<file path="config.mk">
export PLATFORM = sky130hd
export DESIGN_NAME = fobs_ctrl
export DESIGN_NICKNAME = d
export VERILOG_FILES = /design/src/rtl/fobs_pkg.sv /design/src/rtl/fobs_ctrl.sv
export SDC_FILE = /design/constraint.sdc
export NUM_CORES = 1
export LEC_CHECK = 0
export ABC_AREA = 1
export BUFFER_PORTS_ARGS = -buffer_cell sky130_fd_sc_hd__buf_2
export CAP_MARGIN = 20
export CORE_AREA = 2 2 39 41
export DETAILED_ROUTE_END_ITERATION = 8
export DIE_AREA = 0 0 41 43
export GPL_TIMING_DRIVEN = 0
export PLACE_DENSITY = 0.42
export SLEW_MARGIN = 20
export SYNTH_ARGS = -nofsm -noshare
export SYNTH_HDL_FRONTEND = slang
export SYNTH_SLANG_ARGS = --single-unit
</file>
<file path="constraint.sdc">
create_clock -name clk_i -period 1.1 [get_ports clk_i]
set_clock_uncertainty 0.05 [all_clocks]
set_input_delay 0.22 -clock clk_i [delete_from_list [all_inputs] [get_ports clk_i]]
set_output_delay 0.22 -clock clk_i [all_outputs]
set_load 0.01 [all_outputs]
</file>
<file path="src/rtl/fobs_pkg.sv">
`default_nettype none

package fobs_pkg;

  localparam int unsigned TableDepth = 1024;
  localparam int unsigned AddrW      = $clog2(TableDepth);
  localparam int unsigned CountW     = AddrW + 1;
  localparam int unsigned WordW      = 32;

  typedef struct packed {
    logic                     mode;
    logic [AddrW-1:0]         address;
    logic signed [WordW-1:0]  data_word;
  } in_item_t;

  typedef struct packed {
    logic              found;
    logic [CountW-1:0] position;
  } out_item_t;

  typedef enum logic {
    MODE_LOAD   = 1'b0,
    MODE_SEARCH = 1'b1
  } mode_e;

  typedef enum logic [1:0] {
    ST_IDLE,
    ST_PROBE,
    ST_COMPARE,
    ST_CHECK
  } state_e;

  // Commands from the controller to the datapath.
  typedef struct packed {
    logic load;     // write the accepted item's word into the table
    logic start;    // capture the key and open the range [0, count)
    logic rd_mid;   // read the table at the middle of the range
    logic rd_lo;    // read the table at the lower bound
    logic compare;  // narrow the range with the word just read
    logic finish;   // load the result register
  } dp_cmd_t;

  typedef struct packed {
    logic range_open;  // lower bound still below upper bound
  } dp_status_t;

endpackage

`default_nettype wire

</file>
<file path="src/rtl/fobs_ctrl.sv">
`default_nettype none

module fobs_ctrl
  import fobs_pkg::*;
(
  input  wire logic       clk_i,
  input  wire logic       rst_ni,
  input  wire logic       in_valid_i,
  input  wire logic       in_mode_i,
  output logic            in_ready_o,
  output logic            out_valid_o,
  input  wire logic       out_ready_i,
  output dp_cmd_t         cmd_o,
  input  wire dp_status_t status_i
);

  state_e state_q, state_d;
  logic   out_valid_q, out_valid_d;
  logic   accept;
  logic   out_free;

  assign in_ready_o  = (state_q == ST_IDLE);
  assign accept      = in_valid_i && in_ready_o;
  assign out_free    = !out_valid_q || out_ready_i;
  assign out_valid_o = out_valid_q;

  always_ff @(posedge clk_i or negedge rst_ni) begin
    if (!rst_ni) begin
      state_q     <= ST_IDLE;
      out_valid_q <= 1'b0;
    end else begin
      state_q     <= state_d;
      out_valid_q <= out_valid_d;
    end
  end

  always_comb begin
    state_d     = state_q;
    cmd_o       = '0;
    out_valid_d = out_valid_q;
    if (out_valid_q && out_ready_i) begin
      out_valid_d = 1'b0;
    end
    unique case (state_q)
      ST_IDLE: begin
        if (accept) begin
          if (in_mode_i == MODE_SEARCH) begin
            cmd_o.start = 1'b1;
            state_d     = ST_PROBE;
          end else begin
            cmd_o.load = 1'b1;
          end
        end
      end
      ST_PROBE: begin
        if (status_i.range_open) begin
          cmd_o.rd_mid = 1'b1;
          state_d      = ST_COMPARE;
        end else begin
          cmd_o.rd_lo = 1'b1;
          state_d     = ST_CHECK;
        end
      end
      ST_COMPARE: begin
        cmd_o.compare = 1'b1;
        state_d       = ST_PROBE;
      end
      ST_CHECK: begin
        // The result waits here until the output register is free.
        if (out_free) begin
          cmd_o.finish = 1'b1;
          out_valid_d  = 1'b1;
          state_d      = ST_IDLE;
        end
      end
      default: state_d = ST_IDLE;
    endcase
  end

endmodule

`default_nettype wire

</file>
==> results.tsv, run 1 <==
metric	value	unit
hp-class	primary input to flop	
fmax	747	MHz
fp.dieW	41	microns
path_class	flop to primary output	
synth_seq_cells	3	
max_stage_delay	0.45	ns
cts_num_sinks	3	
ys_types	8	
drtIter0Drc	5	
timing.rr.start	state_q[1]$_DFFE_PN0P_	
die_area	1760	sq um
fin_crit_sh	1.22	
diodes	0	
slew_viol_final	0	
hold_path_end	out_valid_o$_DFF_PN0_	
cp-start-kind	flop	
syn_inst	25	
clk_pin_slew_worst_paths	0.04	ns
drc	0	
grt_use_total	0.0774	
wirelength	494	microns
place_ws	-0.0164	ns
grt-ovfl-total	0	
ir_drop	0.000584	V
fin_crit	1.34	ns
met1_usage	0.0839	
setup_tns	-1.39	ns
fillCellCount	165	
drive_gt1_frac	0.565	
cts-root-buf	clkbuf_4	
required	0.83	ns
gr-usage-met3	0.0628	
p_per_area	2820	nW/um^2
wl_per_cell	7.97	microns
use_met2	0.0938	
cp_slowest_cell	dfrtp_2	
coreArea	1380	sq um
yosysWarnings	0	
p_leak	0.184	nW
min_path_cells	2	
cts_htree_levels	1	
cts_buffers	3	
hold_viol_final	0	
critical_path_arrival	1.07	ns
crit_chain	nor2_4 -> nand2_1 -> nor2_1 -> buf_2	
r2r_cells	5	
netlist_area	165	sq um
gp_congestion	0.690	
viasPerCell	3.73	
startpoint	state_q[1]$_DFFE_PN0P_	
drtAntennaViolNets	0	
regArea	77.6	sq um
worstReg2RegEnd	state_q[0]$_DFFE_PN0P_	
rsz0062_at_grt	true	
rows	14	
portBuffers	13	
postLayoutCoreUtil	0.239	
via_count	231	
synth-seq-area-share	0.455	
syn_avg_cell_area	6.61	sq um
multi_input_area	91.3	sq um
syn_nets	31	
nets	53	
cts_buffer_depth	2	
run_status	complete, but fails checks	
clock_latency	0.23	ns
worst_pin_slew	0.138	ns
maxCapViolCount	0	
first_pass_iters	4	
grt_pass1_vias	217	
hold-worst-slack	0.150	ns
crit_path_end_kind	primary output	
grt_first_pass_wirelength	834	microns
dp_hpwl	340	microns
syn2layout_area_growth	100	%
grt_max_degree	7	
tritoncts	built	
setup_ws	-0.238	ns
die_y	43	microns
ios	14	
antenna_found_initial	0	
busiest_layer	met2	
crit_fanout	6	
slew_headroom	0.907	
finalSetupViolCount	7	
min_from	out_ready_i	
violations	negative setup slack	
start_util	0.119	
ff2ff_setup_slack	0.10	ns
==> final cells by class <==
class / instances / area share
timing repair buffer: 17 / 0.314
multi-input combinational: 19 / 0.277
sequential: 3 / 0.235
clock buffer: 4 / 0.0795
tap: 16 / 0.0606
inverter: 3 / 0.0341
==> critical path, delay by kind of cell, from the launching register on <==
| kind | cells | cell delay (ns) |
|---|---|---|
| simple gates | 3 | 0.26 |
| flops | 1 | 0.45 |
| buf+inv | 1 | 0.13 |
==> cell families after synthesis <==
family / Yosys count / synth area share
buffers and inverters: 3 / 0.0682
DFF: 3 / 0.455
and+or+nand+nor: 17 / 0.417
AOI/OAI and AO/OA: 2 / 0.0606
==> placed cells by master (no fill, tap or decap) <==
| cell type | instances |
|---|---|
| inv_1 | 2 |
| nor2_2 | 2 |
| dfrtp_1 | 1 |
| o21ai_0 | 2 |
| nand2_1 | 7 |
| dlygate4sd3_1 | 1 |
| dfrtp_2 | 2 |
| nor3_1 | 1 |
| buf_4 | 3 |
| nand2_2 | 1 |
| nand3_1 | 1 |
| clkbuf_1 | 1 |
| buf_6 | 1 |
| nor2_4 | 1 |
| inv_2 | 1 |
| clkbuf_4 | 3 |
| nor2_1 | 4 |
| buf_2 | 12 |
==> cell usage after synthesis <==
cell type | count | area, sq um
dfrtp_1 | 3 | 75.1
inv_1 | 3 | 11.3
nor3_1 | 1 | 5.00
o21ai_0 | 2 | 10.0
nor2_1 | 6 | 22.5
nor2_2 | 1 | 6.26
nand3_1 | 1 | 5.00
nand2_1 | 8 | 30.0
==> worst max-delay path by stage <==
stage,to,slack (ns),cells past startpoint
after floorplan,cmd_o[5],0.01,3
after CTS,cmd_o[5],-0.24,4
after global placement,cmd_o[5],-0.01,4
after global routing,cmd_o[5],-0.30,4
after detailed placement,cmd_o[2],-0.02,4
final,cmd_o[5],-0.24,4
==> per-stage QoR <==
stage                     area (sq um)  total power [W]  std cells
final                              330         0.000931         62
after global placement             255         0.000587         54
after detailed placement           255         0.000588         54
after floorplan                    170         0.000448         25
after CTS                          315         0.000901         61
after global routing               330          0.00103         62
==> state kept, by name, summed over array words and instances, names as in the netlist <==
| register | count |
|---|---|
| out_valid_o | 1 |
| state_q | 2 |
==> power by group <==
part	switching (W)	total [W]	leakage [nW]	internal, W
registers	0.0000863	0.000259	0.0344	0.000172
logic	0.000231	0.000477	0.134	0.000246
clock network	0.0000595	0.000196	0.0150	0.000136
==> routing by layer <==
layer | vias to the layer above | part of all wire
met5 | - | 0
met4 | 0 | 0
met3 | 0 | 0.13
met2 | 10 | 0.48
met1 | 101 | 0.39
li1 | 120 | -
==> what timing repair did <==
action | in CTS | in global routing
gates resized for setup | 4 | 3
hold buffers | 1 | 0
endpoints found under the setup margin | 7 | 7
buffers inserted | 2 | 1
hold endpoints to repair | 3 | 0
pin swaps | 0 | 2
Note: power is estimated with default switching activity, not from simulation.
==> run 2, diff against run 1 <==
==> constraint.sdc (replaced) <==
create_clock -name clk_i -period 1.1 [get_ports clk_i]
set_clock_uncertainty 0.05 [all_clocks]
set_input_delay 0.055 -clock clk_i [delete_from_list [all_inputs] [get_ports clk_i]]
set_output_delay 0.055 -clock clk_i [all_outputs]
set_load 0.01 [all_outputs]
==> run 2 against run 1 <==
The flow still finishes with violations (negative setup slack); via count is 8.7% lower; global-route usage down 1.2 points; register-to-register slack improved by 0.06 ns; combinational power shrank 20%.
==> results.tsv, run 2 (same netlist as run 1, synthesis figures left out) <==
metric	value	unit	change
hold-worst-slack	0.0670	ns	-0.0831 ns
layout_commonest_cell	buf_2		
slew_viol_final	0		unchanged
p_comb_frac	0.458		-0.054
ir_drop	0.000684	V	+17%
p_sw	0.000349	W	-7.3%
required	1.00	ns	+0.17 ns
finalSetupViolCount	5		-2
largest_reg_flops	2		unchanged
ff2ff_setup_slack	0.16	ns	+0.06 ns
cts_buffer_depth	2		unchanged
grt_first_pass_wirelength	690	microns	-17%
cp_top_family	flip-flops		
netSwitchingFraction	0.419		+0.0145
postLayoutCoreUtil	0.229		-0.00995
top_register	state_q		
die_area	1760	sq um	unchanged
fin_area	317	sq um	-4.2%
seqPwrFrac	0.311		+0.033
portBuffers	13		unchanged
fin_crit_sh	1.06		-0.152
crit_buf_inv	2		+1
wirelength	428	microns	-13%
setup_ws	-0.0713	ns	+0.167 ns
die_y	43	microns	unchanged
p_per_area	2630	nW/um^2	-6.7%
syn2layout_area_growth	91.7	%	
max_stage_delay	0.44	ns	about the same
p_leak	0.177	nW	-3.6%
cp_slowest_cell	dfrtp_2		
start_util	0.119		unchanged
drtIter0Drc	3		-2
worst_pin_slew	0.180	ns	+0.0425 ns
cts_num_sinks	3		unchanged
setup_tns	-0.200	ns	+1.19 ns
dp_hpwl	324	microns	-4.9%
grt_pass1_vias	189		-13%
timing.rr.start	state_q[1]$_DFFE_PN0P_		
fp.dieW	41	microns	unchanged
hold_viol_final	0		unchanged
power	0.000833	W	-11%
crit_fanout	5		-1
antenna_found_initial	0		unchanged
worstReg2RegEnd	out_valid_o$_DFF_PN0_		
path_class	flop to primary output		
viasPerCell	3.46		-7.2%
violations	negative setup slack		
maxCapViolCount	0		unchanged
p_int	0.000484	W	-13%
hp-class	primary input to flop		
via_count	211		-8.7%
wl_per_cell	7.02	microns	-12%
fin_crit	1.17	ns	-0.167 ns
gp_congestion	0.647		-6.2%
rsz0062_at_grt	true		
coreArea	1380	sq um	unchanged
ios	14		unchanged
slew_headroom	0.879		-0.0287
tritoncts	built		
diodes	0		unchanged
fmax	854	MHz	+14%
rows	14		unchanged
grt_use_total	0.0655		-0.0119
cts_buffers	3		unchanged
clk_pin_slew_worst_paths	0.04	ns	about the same
run_status	complete, but fails checks		
endpoint	cmd_o[0]		
crit_chain	buf_4 -> nand2_1 -> nor2_1 -> buf_2		
cts_htree_levels	1		unchanged
grt-ovfl-total	0		unchanged
clock_latency	0.23	ns	about the same
clkPwrFrac	0.231		+0.021
grt_max_degree	8		+1
drive_gt1_frac	0.511		-0.0541
critical_path_arrival	1.07	ns	about the same
cts-root-buf	clkbuf_4		
most-common-layout-cells	buf_2, nand2_1, nor2_1		
cp-start-kind	flop		
drc	0		unchanged
startpoint	state_q[1]$_DFFE_PN0P_		
r2r_cells	3		-2
drtAntennaViolNets	0		unchanged
nets	52		-1.9%
placed_area	250	sq um	-2.0%
cp.depth	4		unchanged
first_pass_iters	4		unchanged
crit_path_end_kind	primary output		
## run 2: changes by cell type in the layout (fill, tap and decap cells not counted), sizes merged
cell         change
dlygate4sd3      +1
buf              -2
## run 2: metal layers
layer	track usage	share of wire
met5	0	0
met4	0.100	0
met3	0.0314	0.072
met2	0.0656	0.44
met1	0.0747	0.48
## run 2: power groups by stage
stage	Combinational (W)	Sequential, W	Clock, W
6_report	0.000382	0.000259	0.000192
5_1_grt	0.000434	0.000274	0.000221
4_1_cts	0.000342	0.000256	0.000207
3_5_place_dp	0.000330	0.000236	0
3_3_place_gp	0.000330	0.000237	0
2_1_floorplan	0.000195	0.000232	0
## run 2: final cells by class
class,count,area [sq um]
Tap cell,16,20.0
Timing Repair Buffer,16,92.6
Inverter,3,11.3
Sequential cell,3,77.6
Multi-Input combinational cell,19,88.8
Fill cell,162,1070
Clock buffer,4,26.3
## run 2: worst min-delay path by stage
| stage | to | depth (start not counted) | start |
|---|---|---|---|
| floorplan | out_valid_o$_DFF_PN0_ | 0 | rst_ni |
| global placement | out_valid_o$_DFF_PN0_ | 1 | rst_ni |
| detailed placement | out_valid_o$_DFF_PN0_ | 1 | rst_ni |
| CTS | out_valid_o$_DFF_PN0_ | 2 | out_ready_i |
| global route | state_q[0]$_DFFE_PN0P_ | 4 | status_i |
| finish | state_q[1]$_DFFE_PN0P_ | 4 | out_ready_i |
## run 2: stage by stage
stage | worst slack (ns) | instances
CTS | -0.0768 | 59
global route | -0.163 | 61
detailed placement | 0.140 | 54
global placement | 0.135 | 54
floorplan | 0.146 | 25
finish | -0.0713 | 61
## run 2: tightest hold or removal path, stage by stage
cell	delay, ns
buf_2	0.08
nor2_1	0.05
nand3_1	0.08
nand2_1	0.05
## run 2: what timing repair did
| item | CTS | global route |
|---|---|---|
| setup buffers | 0 | 1 |
| endpoints found under the hold margin | 3 | 1 |
| pin swaps | 1 | 1 |
| gates resized for setup | 3 | 3 |
| hold buffers | 1 | 1 |
| setup endpoints to repair | 6 | 6 |
==> run 3, diff against run 2 <==
clock period = 1.2 ns   (was 1.1 ns; I/O delays follow)
==> run 3 against run 2 <==
The flow now finishes without violations; worst hold slack got worse by 0.053 ns; first-iteration DRC count decreased by 67%; clock power decreased by 8%; register-to-register slack improved by 0.11 ns; combinational power shrank 9.2%; sequential power down 8.1%; final area shrank 3.2%; via count fell by 1.9%; core utilization fell by 0.72 points; largest power group unchanged; highest routed layer unchanged.
==> results.tsv, run 3 (same netlist as run 1, synthesis figures left out) <==
metric	value	unit	change
worstReg2RegEnd	out_valid_o$_DFF_PN0_		
rows	14		unchanged
start_util	0.119		unchanged
largest_reg_flops	2		unchanged
fp.dieW	41	microns	unchanged
hold_viol_final	0		unchanged
p_per_area	2480	nW/um^2	-5.8%
top_register	state_q		
ff2ff_setup_slack	0.27	ns	+0.11 ns
syn2layout_area_growth	85.6	%	
coreArea	1380	sq um	unchanged
cp.depth	4		unchanged
grt_use_total	0.0655		unchanged
die_area	1760	sq um	unchanged
hold_path_end	out_valid_o$_DFF_PN0_		
wl_per_cell	6.97	microns	-0.71%
first_pass_iters	3		-1
p_leak	0.173	nW	-2.4%
gp_congestion	0.647		unchanged
via_count	207		-1.9%
timing.rr.start	state_q[1]$_DFFE_PN0P_		
grt-ovfl-total	0		unchanged
min_path_cells	2		-2
drc	0		unchanged
hold-worst-slack	0.0138	ns	-0.0532 ns
finalSetupViolCount	0		-5
drtAntennaViolNets	0		unchanged
crit_buf_inv	2		unchanged
antenna_found_initial	0		unchanged
wirelength	418	microns	-2.3%
rsz0062_at_grt	true		
clk_pin_slew_worst_paths	0.04	ns	about the same
cts_htree_levels	1		unchanged
dp_hpwl	324	microns	unchanged
fin_crit_sh	0.976		
run_status	complete, no violations		
ir_drop	0.000627	V	-8.4%
cp-start-kind	flop		
slew_headroom	0.879		about the same
fin_crit	1.17	ns	
crit_fanout	5		unchanged
drtIter0Drc	1		-2
clock_latency	0.23	ns	about the same
diodes	0		unchanged
required	1.09	ns	+0.09 ns
cp_top_family	flip-flops		
layout_commonest_cell	buf_2		
path_class	flop to primary output		
grt_max_degree	8		unchanged
hp-class	primary input to flop		
cts_num_sinks	3		unchanged
worst_pin_slew	0.180	ns	-0.0000538 ns
cp_slowest_cell	dfrtp_2		
r2r_cells	3		unchanged
viasPerCell	3.45		-0.26%
crit_chain	buf_4 -> nand2_1 -> nor2_1 -> buf_2		
cts_buffers	3		unchanged
drive_gt1_frac	0.523		+0.0116
grt_pass1_vias	188		-0.53%
slew_viol_final	0		unchanged
fmax	854	MHz	
tritoncts	built		
min_from	out_ready_i		
fin_area	307	sq um	-3.2%
nets	51		-1.9%
critical_path_arrival	1.06	ns	about the same
cts_buffer_depth	2		unchanged
die_y	43	microns	unchanged
cts-root-buf	clkbuf_4		
ios	14		unchanged
most-common-layout-cells	buf_2, nand2_1, nor2_1		
grt_first_pass_wirelength	690	microns	unchanged
maxCapViolCount	0		unchanged
placed_area	250	sq um	unchanged
portBuffers	13		unchanged
crit_path_end_kind	primary output		
max_stage_delay	0.44	ns	about the same
run 3: through the flow:
stage | std cells | power (W) | util | setup slack [ns] | setup TNS [ns]
2_1_floorplan | 25 | 0.000391 | - | 0.241 | 0
3_3_place_gp | 54 | 0.000519 | 0.181 | 0.230 | 0
3_5_place_dp | 54 | 0.000519 | 0.181 | 0.235 | 0
4_1_cts | 59 | 0.000736 | 0.212 | 0.000282 | 0
5_1_grt | 60 | 0.000849 | 0.222 | -0.0676 | -0.202
6_report | 60 | 0.000760 | 0.222 | 0.0287 | 0
run 3: timing repair:
| action | in CTS | in global routing |
|---|---|---|
| endpoints found under the hold margin | 3 | 0 |
| pin swaps | 0 | 2 |
| setup buffers | 0 | 1 |
| hold buffers | 1 | 0 |
| gates resized for setup | 2 | 4 |
| endpoints found under the setup margin | 1 | 4 |
run 3: worst max path at each step:
stage / start / endpoint / slack [ns]
floorplan: state_q[0]$_DFFE_PN0P_ / cmd_o[5] / 0.24
global placement: state_q[0]$_DFFE_PN0P_ / cmd_o[5] / 0.23
detailed placement: state_q[0]$_DFFE_PN0P_ / cmd_o[5] / 0.24
CTS: state_q[1]$_DFFE_PN0P_ / cmd_o[2] / 0.0003
global route: state_q[1]$_DFFE_PN0P_ / cmd_o[5] / -0.07
finish: state_q[1]$_DFFE_PN0P_ / cmd_o[0] / 0.03
run 3: final cells by class:
class | instances | area [sq um]
Clock buffer | 4 | 26.3
Fill cell | 163 | 1080
Inverter | 3 | 11.3
Multi-Input combinational cell | 19 | 88.8
Sequential cell | 3 | 77.6
Tap cell | 16 | 20.0
Timing Repair Buffer | 15 | 82.6
run 3: routing by layer:
metal / vias to the layer above / GRT usage / share of wire
met4: 0 / 0.100 / 0
met5: - / 0 / 0
met2: 9 / 0.0656 / 0.45
li1: 113 / - / -
met1: 85 / 0.0747 / 0.47
met3: 0 / 0.0314 / 0.074
run 3: where the power goes:
group | switching (W) | internal [W]
Clock | 0.0000517 | 0.000125
Combinational | 0.000188 | 0.000159
Sequential | 0.0000795 | 0.000158
